### config.mk
export PLATFORM = sky130hd
export DESIGN_NAME = cpf_sqrt
export DESIGN_NICKNAME = d
export VERILOG_FILES = /design/src/cpf_pkg.sv /design/src/cpf_sqrt.sv
export SDC_FILE = /design/constraint.sdc
export NUM_CORES = 1
export LEC_CHECK = 0
export BUFFER_PORTS_ARGS = -buffer_cell sky130_fd_sc_hd__buf_2
export CAP_MARGIN = 10
export CORE_MARGIN = 2
export CORE_UTILIZATION = 35
export CTS_BUF_LIST = sky130_fd_sc_hd__clkbuf_16
export DETAILED_ROUTE_END_ITERATION = 6
export SLEW_MARGIN = 15
export SYNTH_ARGS = -nofsm -noshare
export SYNTH_HDL_FRONTEND = slang
export SYNTH_SLANG_ARGS = --single-unit
### constraint.sdc
create_clock -name clk -period 4.43 [get_ports clk]
set_input_delay 0.2215 -clock clk [delete_from_list [all_inputs] [get_ports clk]]
set_output_delay 0.2215 -clock clk [all_outputs]
set_load 0.05 [all_outputs]
### src/cpf_pkg.sv
`timescale 1ns / 1ps
package cpf_pkg;
	localparam int MaxPointsDefault = 64;
	localparam int CoordW = 16;
	localparam int DistW = 33;
	localparam int RootW = 17;
	localparam int StatusW = 2;

	localparam logic [1:0] STATUS_OK = 2'd0;
	localparam logic [1:0] STATUS_FEW = 2'd1;
	localparam logic [1:0] STATUS_OVERFLOW = 2'd2;

	typedef struct packed {
		logic signed [15:0] point_x;
		logic signed [15:0] point_y;
		logic last_point;
	} point_word_t;

	typedef struct packed {
		logic signed [15:0] first_x;
		logic signed [15:0] first_y;
		logic signed [15:0] second_x;
		logic signed [15:0] second_y;
		logic [32:0] dist_sq;
		logic [16:0] dist_root;
		logic [1:0] status;
	} result_word_t;
endpackage

### src/cpf_sqrt.sv
`timescale 1ns / 1ps
module cpf_sqrt (
	input logic clk,
	input logic arst_n,
	input logic start,
	input logic [32:0] value,
	output logic done,
	output logic [16:0] root
);
	import cpf_pkg::*;

	// Restoring square root, one result bit per cycle.
	logic [33:0] rem_q;
	logic [16:0] root_q;
	logic [4:0] step_q;
	logic busy_q;
	logic [18:0] trial;
	logic [35:0] rem_shift;
	logic [1:0] pair;
	logic [33:0] value_ext;

	// The operand is widened to an even width so that the top pair is in range.
	always_comb begin
		value_ext = {1'b0, value};
		pair = value_ext[2 * step_q +: 2];
		rem_shift = {rem_q, pair};
		trial = {root_q, 2'b01};
	end

	always_ff @(posedge clk or negedge arst_n) begin
		if (!arst_n) begin
			busy_q <= 1'b0;
			step_q <= '0;
			done <= 1'b0;
		end else begin
			done <= 1'b0;
			if (start) begin
				busy_q <= 1'b1;
				step_q <= 5'd16;
			end else if (busy_q) begin
				if (step_q == 5'd0) begin
					busy_q <= 1'b0;
					done <= 1'b1;
				end
				step_q <= step_q - 5'd1;
			end
		end
	end

	always_ff @(posedge clk) begin
		if (start) begin
			rem_q <= '0;
			root_q <= '0;
		end else if (busy_q) begin
			if (rem_shift >= 36'(trial)) begin
				rem_q <= 34'(rem_shift - 36'(trial));
				root_q <= {root_q[15:0], 1'b1};
			end else begin
				rem_q <= rem_shift[33:0];
				root_q <= {root_q[15:0], 1'b0};
			end
		end
	end

	assign root = root_q;
endmodule

# After elaboration in Yosys (flattened, before gate mapping)
# Cells that the tools add are included.
# W data, S select, Z words.
# word_totals
output_inout_bits	18
ff_bits	58
# classes
reduce_logical	2
add_sub_neg	2
shifts	1
mux	10
n_lt_le_gt_ge	1
# ops
op	n
$ge A36 B19 Y1	1
$mux W34	1
$shiftx A34 B7 Y2	1
$sub A34 B19 Y34	1
$mux W5	2
$mux W1	7
$logic_not A5 Y1	1
$sub A5 B1 Y5 const B	1
$reduce_bool A2 Y1	1

# Depth between registers and ports, before layout
# Gate-level depths: netlist of run 1.
# logic_depth
ltp_word	4
ltp_mapped	16
mapped_depth_nobuf	14

# Worst setup path before layout of run 1
# No wires, ideal clock.
# synth_timing
kind	reg-to-reg
startpoint	register step_q[0]
endpoint	register rem_q[22]
arrival_time_ns	3.660
stages_incl_launch_ff	15
period_less_slack_ns	3.745
path_slack_ns	0.685
n_path_buf	1
path_cell_list	dfrtp_1 buf_6 mux4_2 mux2_2 o21ai_0 ha_1 nor2b_1 o31ai_1 a21o_1 o21bai_1 a31oi_1 o311ai_1 a2111oi_0 xnor2_1 a211oi_1
# synth_between
elab_chain_cells	3
word_cells_on_any_way	4
# synth_lines
element	line_no	text
from (decl)	cpf_sqrt.sv:15	logic [4:0] step_q;
from (signal assigned)	cpf_sqrt.sv:45	step_q <= step_q - 5'd1;
$shiftx A34 B7 Y2 (*)	cpf_sqrt.sv:25	pair = value_ext[2 * step_q +: 2];
$sub A34 B19 Y34 / $ge A36 B19 Y1 (equally long branches)	cpf_sqrt.sv:56, cpf_sqrt.sv:55	
$mux W34 (*)	cpf_sqrt.sv:55	if (rem_shift >= 36'(trial)) begin
to (signal assigned)	cpf_sqrt.sv:56	rem_q <= 34'(rem_shift - 36'(trial));
to (signal assigned)	cpf_sqrt.sv:59	rem_q <= rem_shift[33:0];
to (decl)	cpf_sqrt.sv:13	logic [33:0] rem_q;
# Every way passes the cells marked *; elsewhere a longest branch is shown, timed or not.
# A chain may end at the register's enable or synchronous reset.

# Worst setup path in the final report of run 1
# Same ends and word-level chain as after synthesis.

==> results of run 1 <==
state kept, by name, summed over array words and instances, names as in the netlist:
signal,flops
root,17
busy_q,1
step_q,5
done,1
rem_q,34
routing by layer:
metal | share of wire [%] | GRT usage (%) | routed length, um
met4 | 1.5 | 8.81 | 147
met3 | 4.4 | 2.56 | 442
met5 | 0 | 0 | 0
met1 | 49 | 22.5 | 4930
met2 | 45 | 25.2 | 4550
layout by cell type, fill, tap and decap left out, types with 2 or more instances in the layout:
cell type,count
sky130_fd_sc_hd__nand3_1,9
sky130_fd_sc_hd__dfrtp_1,5
sky130_fd_sc_hd__o21ai_0,11
sky130_fd_sc_hd__xor2_1,9
sky130_fd_sc_hd__inv_1,28
sky130_fd_sc_hd__mux2i_1,21
sky130_fd_sc_hd__nor3_1,8
sky130_fd_sc_hd__buf_4,7
sky130_fd_sc_hd__xnor2_1,23
sky130_fd_sc_hd__mux4_2,8
sky130_fd_sc_hd__o211ai_1,3
sky130_fd_sc_hd__a21oi_1,23
sky130_fd_sc_hd__a211oi_1,28
sky130_fd_sc_hd__clkbuf_16,9
sky130_fd_sc_hd__ha_1,21
sky130_fd_sc_hd__buf_2,53
sky130_fd_sc_hd__nor2b_1,7
sky130_fd_sc_hd__and3_1,2
sky130_fd_sc_hd__o22ai_1,3
sky130_fd_sc_hd__a41oi_1,2
sky130_fd_sc_hd__o21a_1,3
sky130_fd_sc_hd__nor3b_1,2
sky130_fd_sc_hd__a311oi_1,12
sky130_fd_sc_hd__or3_1,3
sky130_fd_sc_hd__nand4_1,6
sky130_fd_sc_hd__dfxtp_1,51
sky130_fd_sc_hd__o21bai_1,4
sky130_fd_sc_hd__nand2_1,52
sky130_fd_sc_hd__nand2b_1,5
sky130_fd_sc_hd__bufinv_16,2
sky130_fd_sc_hd__a211o_1,2
sky130_fd_sc_hd__a21o_1,11
sky130_fd_sc_hd__clkinv_1,3
sky130_fd_sc_hd__a31oi_1,6
sky130_fd_sc_hd__or4_1,2
sky130_fd_sc_hd__nor2_1,68
sky130_fd_sc_hd__a2111oi_0,2
final timing paths:
check | from | end | slack, ns | cells past startpoint
hold reg to reg | rem_q[33] | rem_q[33] | 0.48 | 2
setup reg to reg | step_q[0] | rem_q[22] | 0.31 | 14
setup / recovery | step_q[0] | rem_q[22] | 0.31 | 14
max in group asynchronous | arst_n | busy_q | 4.00 | 2
hold / removal | arst_n | done | 0.25 | 2
min in group clk | start | root[15] | 0.47 | 3
kinds of logic after synthesis:
logic type | after synthesis | synth area share (%)
xor+xnor | 32 | 6.93
buf+inv | 60 | 5.84
simple gates | 169 | 18.7
compound gates | 122 | 22.6
mux | 30 | 9.93
flops | 58 | 29.6
fa+ha+maj | 21 | 6.49
power by group:
| group | internal [mW] | total, mW | switching (mW) |
|---|---|---|---|
| clock | 0.484 | 0.730 | 0.246 |
| sequential | 0.693 | 0.933 | 0.240 |
| combinational | 1.05 | 2.31 | 1.26 |
| total | 2.23 | 3.98 | 1.75 |
what timing repair did:
action,in CTS,in global routing
gates resized for setup,0,1
hold buffers,1,0
endpoints found under the hold margin,7,0
setup endpoints to repair,0,4
cells in the mapped netlist, types with 3 or more instances:
master,number,area (um^2)
sky130_fd_sc_hd__dfrtp_1,7,175
sky130_fd_sc_hd__o22ai_1,3,18.8
sky130_fd_sc_hd__a31oi_1,6,37.5
sky130_fd_sc_hd__nand2_1,52,195
sky130_fd_sc_hd__ha_1,21,263
sky130_fd_sc_hd__clkbuf_1,26,97.6
sky130_fd_sc_hd__or3_1,3,18.8
sky130_fd_sc_hd__mux4_2,8,180
sky130_fd_sc_hd__a21o_1,11,82.6
sky130_fd_sc_hd__nor3_1,8,40.0
sky130_fd_sc_hd__inv_1,28,105
sky130_fd_sc_hd__nand4_1,6,37.5
sky130_fd_sc_hd__buf_2,3,15.0
sky130_fd_sc_hd__o211ai_1,3,22.5
sky130_fd_sc_hd__o21ai_0,11,55.1
sky130_fd_sc_hd__nor2_1,68,255
sky130_fd_sc_hd__nand3_1,9,45.0
sky130_fd_sc_hd__o21bai_1,4,30.0
sky130_fd_sc_hd__a211oi_1,29,218
sky130_fd_sc_hd__nor2b_1,7,43.8
sky130_fd_sc_hd__xnor2_1,23,201
sky130_fd_sc_hd__nand2b_1,5,31.3
sky130_fd_sc_hd__mux2i_1,21,210
sky130_fd_sc_hd__o21a_1,3,22.5
sky130_fd_sc_hd__dfxtp_1,51,1020
sky130_fd_sc_hd__a311oi_1,12,105
sky130_fd_sc_hd__xor2_1,9,78.8
sky130_fd_sc_hd__a21oi_1,23,115
critical path: stages (launching register included):
cell and delay (ns):
sky130_fd_sc_hd__dfrtp_2 0.55, sky130_fd_sc_hd__mux4_2 0.54, sky130_fd_sc_hd__mux2i_1 0.26, sky130_fd_sc_hd__a31oi_1 0.20, sky130_fd_sc_hd__nand2_1 0.13, sky130_fd_sc_hd__ha_1 0.17, sky130_fd_sc_hd__nor2b_1 0.08, sky130_fd_sc_hd__o31ai_1 0.29
sky130_fd_sc_hd__a21o_1 0.22, sky130_fd_sc_hd__o21bai_1 0.15, sky130_fd_sc_hd__a31oi_1 0.30, sky130_fd_sc_hd__o311ai_1 0.23, sky130_fd_sc_hd__a2111oi_0 0.57, sky130_fd_sc_hd__xnor2_1 0.12, sky130_fd_sc_hd__a211oi_1 0.23
stage by stage:
step           power, mW  utilization, %  area [um^2]  hold WS [ns]  instances
2_1_floorplan       2.73               -         4050       -0.0741        492
3_3_place_gp        3.21            38.9         4420        0.0615        663
3_5_place_dp        3.23            38.9         4420        0.0672        663
4_1_cts             3.99            41.7         4740         0.257        680
5_1_grt             4.30            41.7         4740         0.276        680
6_report            3.98            41.7         4740         0.250        680
layout make-up:
cell class              instances  share of cell area, %
inverters                      28                   2.22
repair buffers                 61                   6.91
clock inverters                 7                   1.77
multi-input cells             374                   55.2
flip-flops and latches         58                   25.3
clock buffers                   9                   4.75
well taps                     143                   3.77
==> impl_metrics.ini, run 1 <==
[drt]
vias = 3642
drt-vias-per-instance = 5.36
drt_wl_total_um = 10100
detail-route-antenna-nets = 0
drt-initial-drc-count = 211
number_of_detailed_routing_iterations_run_before_antenna_repair = 4
remaining_drc_errors = 0
wl_per_cell_um = 14.8

[clock_network]
inserted_clock_buffers = 9
cts_tree = yes
worstSkewPairLatency_ns = 0.34
clockRootBuffer = sky130_fd_sc_hd__clkbuf_16
cts.htree.levels = 3
clock_path_buffers = 2
tritoncts_num_sinks = 58
clk_transition_reported_paths_ns = 0.05
cts_setup_buffers = 0

[timing]
worst_slack_ns = 0.310
grt_setup_unrepaired = no
maxSlewViolCount = 0
setup_violations = 0
worst_slew_pin_slew_ns = 1.04
maxClockFrequency_mhz = 243
setup-tns-final_ns = 0
timing.final.crit_share_pct = 93.0
timing_hold_violations_final = 0
fin_worst_skew_ns = 0.00738
period_needed_ns = 4.12
relSlewSlack_pct = 30.3

[worst_setup_path]
wp_data_arrival_ns = 4.37
worst-endpoint-required_ns = 4.68
worstSetupStartpointType = flip-flop
crit_type = reg2reg
largest_fanout_of_any_net_on_the_critical_path = 11
endpoint_kind = flip-flop

[grt]
grt_first_pass_wirelength_um = 16800
groute.usage.overall_pct = 16.5
via_count_of_the_first_global_routing_pass = 3522
globalRouteOverflowTotal = 0
grt_start_max_net_pins = 96
grt_antenna_before_repair = 0

[synthesis]
synth-edff-count = 0
synth_seq_cells = 58
async_flop_share_pct = 12.1
syn-cell-area_mm2 = 0.00405
yosys.cell_types.count = 53
avgSynthCellArea_um2 = 8.22
ys_dominant_reg_cell = sky130_fd_sc_hd__dfxtp_1
ys_warn_count = 0
ys_seq_area_share_pct = 29.6
netlist_instances = 492
synth_nets = 549

[finish]
nets = 589
diodes = 0
fill_cells = 1167
sequential_cell_area_in_the_final_layout_mm2 = 0.00120
multi_input_comb_area_mm2 = 0.00262
area_growth_pct = 17.2
post_route_cells_drive_above_1_share_pct = 17.5

[min_path]
hold_path.class = in2async

[run_status]
status = finished clean

[die]
design.portCount = 54
floorplan.die_area_mm2 = 0.0124
die_height_um = 112
die-width_um = 112
fp-row-count = 39
starting_density_pct = 35.6
design.core.area_mm2 = 0.0114

[placement]
gpl.final_weighted_congestion = 0.877
placement.io_buffers = 53
detailedPlace.worstSlack_ns = 0.163
dp_hpwl_um = 7130

[job]
max_cap_viol_count = 0

[power_and_ir_drop]
peak_supply_drop_uv = 256
cellPowerDensity_mw_per_mm2 = 839
total_leakage_power_nw = 2.08
No activity file was read; power rests on OpenSTA's default activity.
==> run 2, diff against run 1 <==
--- a/config.mk
+++ b/config.mk
@@ -7,11 +7,15 @@
 export LEC_CHECK = 0
 export BUFFER_PORTS_ARGS = -buffer_cell sky130_fd_sc_hd__buf_2
 export CAP_MARGIN = 10
+export CELL_PAD_IN_SITES_DETAIL_PLACEMENT = 0
+export CELL_PAD_IN_SITES_GLOBAL_PLACEMENT = 1
 export CORE_MARGIN = 2
 export CORE_UTILIZATION = 35
 export CTS_BUF_LIST = sky130_fd_sc_hd__clkbuf_16
+export CTS_CLUSTER_DIAMETER = 80
 export DETAILED_ROUTE_END_ITERATION = 6
-export SLEW_MARGIN = 15
+export PLACE_DENSITY_LB_ADDON = 0.1
+export SLEW_MARGIN = 20
 export SYNTH_ARGS = -nofsm -noshare
 export SYNTH_HDL_FRONTEND = slang
 export SYNTH_SLANG_ARGS = --single-unit
==> run 2 against run 1 <==
Worst setup slack better by 0.095 ns. Largest cell class unchanged. Critical endpoint is now rem_q[26]. Critical path type unchanged. Clock power down 9.2%. Hold slack better by 0.0094 ns.
==> impl_metrics.ini, run 2 (synthesis results as in run 1) <==
[worst_setup_path]
worst-endpoint-required_ns = 4.59
crit_path_end = rem_q[26]
worstSetupStartpointType = flip-flop
critical_path_startpoint = step_q[0]
wp_data_arrival_ns = 4.19
crit_type = reg2reg
endpoint_kind = flip-flop
reg2reg_from = step_q[0]
r2r_setup_slack_ns = 0.40
largest_fanout_of_any_net_on_the_critical_path = 9
reg2reg_to = rem_q[26]
cell_count_of_the_worst_reg_to_reg_path = 13

[grt]
groute.usage.overall_pct = 17.9
grt_antenna_before_repair = 0
via_count_of_the_first_global_routing_pass = 3649
grt_start_max_net_pins = 96
globalRouteOverflowTotal = 0
grt_first_pass_wirelength_um = 18000

[timing]
timing_hold_violations_final = 0
relSlewSlack_pct = 29.2
grt_setup_unrepaired = no
hold_ws_ns = 0.260
worst_slack_ns = 0.404
timing.final.crit_share_pct = 90.9
maxSlewViolCount = 0
setup-tns-final_ns = 0
fin_worst_skew_ns = 0.00312
period_needed_ns = 4.03
setup_violations = 0
maxClockFrequency_mhz = 248
worst_slew_pin_slew_ns = 1.06

[finish]
area_growth_pct = 17.0
diodes = 0
nets = 591
fill_cells = 1187
finalNonFillerCells = 682
most_common_library_cell_in_the_layout_ignoring_fill_and_taps = sky130_fd_sc_hd__nor2_1
sequential_cell_area_in_the_final_layout_mm2 = 0.00120
multi_input_comb_area_mm2 = 0.00263
largest_register = rem_q
post_route_cells_drive_above_1_share_pct = 17.4
largest_register_ffs = 34
mostFrequentLayoutCells = 68 x sky130_fd_sc_hd__nor2_1, 53 x sky130_fd_sc_hd__buf_2, 52 x sky130_fd_sc_hd__nand2_1
final_design_area_no_fill_mm2 = 0.00473

[clock_network]
tritoncts_num_sinks = 58
worstSkewPairLatency_ns = 0.33
cts_tree = yes
clk_transition_reported_paths_ns = 0.05
inserted_clock_buffers = 9
clock_path_buffers = 2
cts_setup_buffers = 0
clockRootBuffer = sky130_fd_sc_hd__clkbuf_16
cts.htree.levels = 3

[placement]
dp_hpwl_um = 7520
gpl.final_weighted_congestion = 0.809
placedCellCount = 665
detailedPlace.worstSlack_ns = 0.173
placement.io_buffers = 53
postPlaceCellArea_mm2 = 0.00444

[power_and_ir_drop]
cellPowerDensity_mw_per_mm2 = 832
total_leakage_power_nw = 2.09
peak_supply_drop_uv = 230

[die]
die_height_um = 112
design.portCount = 54
design.core.area_mm2 = 0.0114
fp-row-count = 39
starting_density_pct = 35.6
die-width_um = 112
floorplan.die_area_mm2 = 0.0124

[drt]
drt-initial-drc-count = 202
detail-route-antenna-nets = 0
number_of_detailed_routing_iterations_run_before_antenna_repair = 4
drt-vias-per-instance = 5.30
drt_wl_total_um = 10600
remaining_drc_errors = 0
vias = 3615
wl_per_cell_um = 15.5

[min_path]
hold_path.class = in2async

[job]
max_cap_viol_count = 0

[run_status]
status = finished clean
run 2: cell types whose count changed in the layout (fill, tap and decap cells not counted), sizes merged:
cell / previous run / this run
buf: 60 / 62
inv: 28 / 30
bufinv: 2 / 1
clkinvlp: 1 / 0
run 2: final cells by class:
type	count	share of cell area, %
clock inverter	7	1.11
tap	143	3.78
sequential	58	25.4
multi-input combinational	374	55.5
inverter	28	2.22
clock buffer	9	4.76
timing repair buffer	63	7.24
run 2: power by group:
group          switching, mW  leakage, nW  internal (mW)
clock                  0.240        0.142          0.423
combinational           1.26         1.44           1.07
sequential             0.251        0.502          0.693
total                   1.75         2.09           2.19
run 2: worst max-delay path, stage by stage (launching register included):
cell	delay (ns)
sky130_fd_sc_hd__dfrtp_2	0.51
sky130_fd_sc_hd__mux4_2	0.54
sky130_fd_sc_hd__mux2_2	0.32
sky130_fd_sc_hd__o21ai_0	0.27
sky130_fd_sc_hd__ha_1	0.22
sky130_fd_sc_hd__nor2b_1	0.08
sky130_fd_sc_hd__o31ai_1	0.27
sky130_fd_sc_hd__a21o_1	0.22
sky130_fd_sc_hd__o21bai_1	0.16
sky130_fd_sc_hd__a31oi_1	0.31
sky130_fd_sc_hd__o311ai_2	0.20
sky130_fd_sc_hd__a2111oi_1	0.51
sky130_fd_sc_hd__xnor2_1	0.17
sky130_fd_sc_hd__a211oi_1	0.08
run 2: routing by layer:
metal | routed length [um] | share of wire (%) | vias to the layer above | track usage, %
met2 | 4760 | 45 | 75 | 28.4
met3 | 453 | 4.3 | 12 | 3.48
met1 | 5200 | 49 | 1675 | 24.2
met4 | 184 | 1.7 | 0 | 6.67
met5 | 0 | 0 | - | 0
li1 | - | - | 1853 | -
run 2: through the flow:
| step | util [%] | power [mW] |
|---|---|---|
| 6_report | 41.6 | 3.94 |
| 5_1_grt | 41.6 | 4.31 |
| 4_1_cts | 41.5 | 3.97 |
| 3_5_place_dp | 39.0 | 3.27 |
| 3_3_place_gp | 39.0 | 3.28 |
| 2_1_floorplan | - | 2.73 |
run 2: how the worst min path moves through the flow:
stage	startpoint	to	slack [ns]	depth (start not counted)
global route	arst_n	done	0.27	2
floorplan	arst_n	busy_q	-0.07	0
finish	arst_n	done	0.26	2
global placement	arst_n	done	0.07	1
CTS	arst_n	done	0.27	2
detailed placement	arst_n	done	0.08	1
run 2: repair_timing:
| item | CTS | global route |
|---|---|---|
| endpoints found under the hold margin | 7 | 0 |
| setup endpoints to repair | 0 | 5 |
| resized for setup | 0 | 4 |
| hold buffers | 1 | 0 |
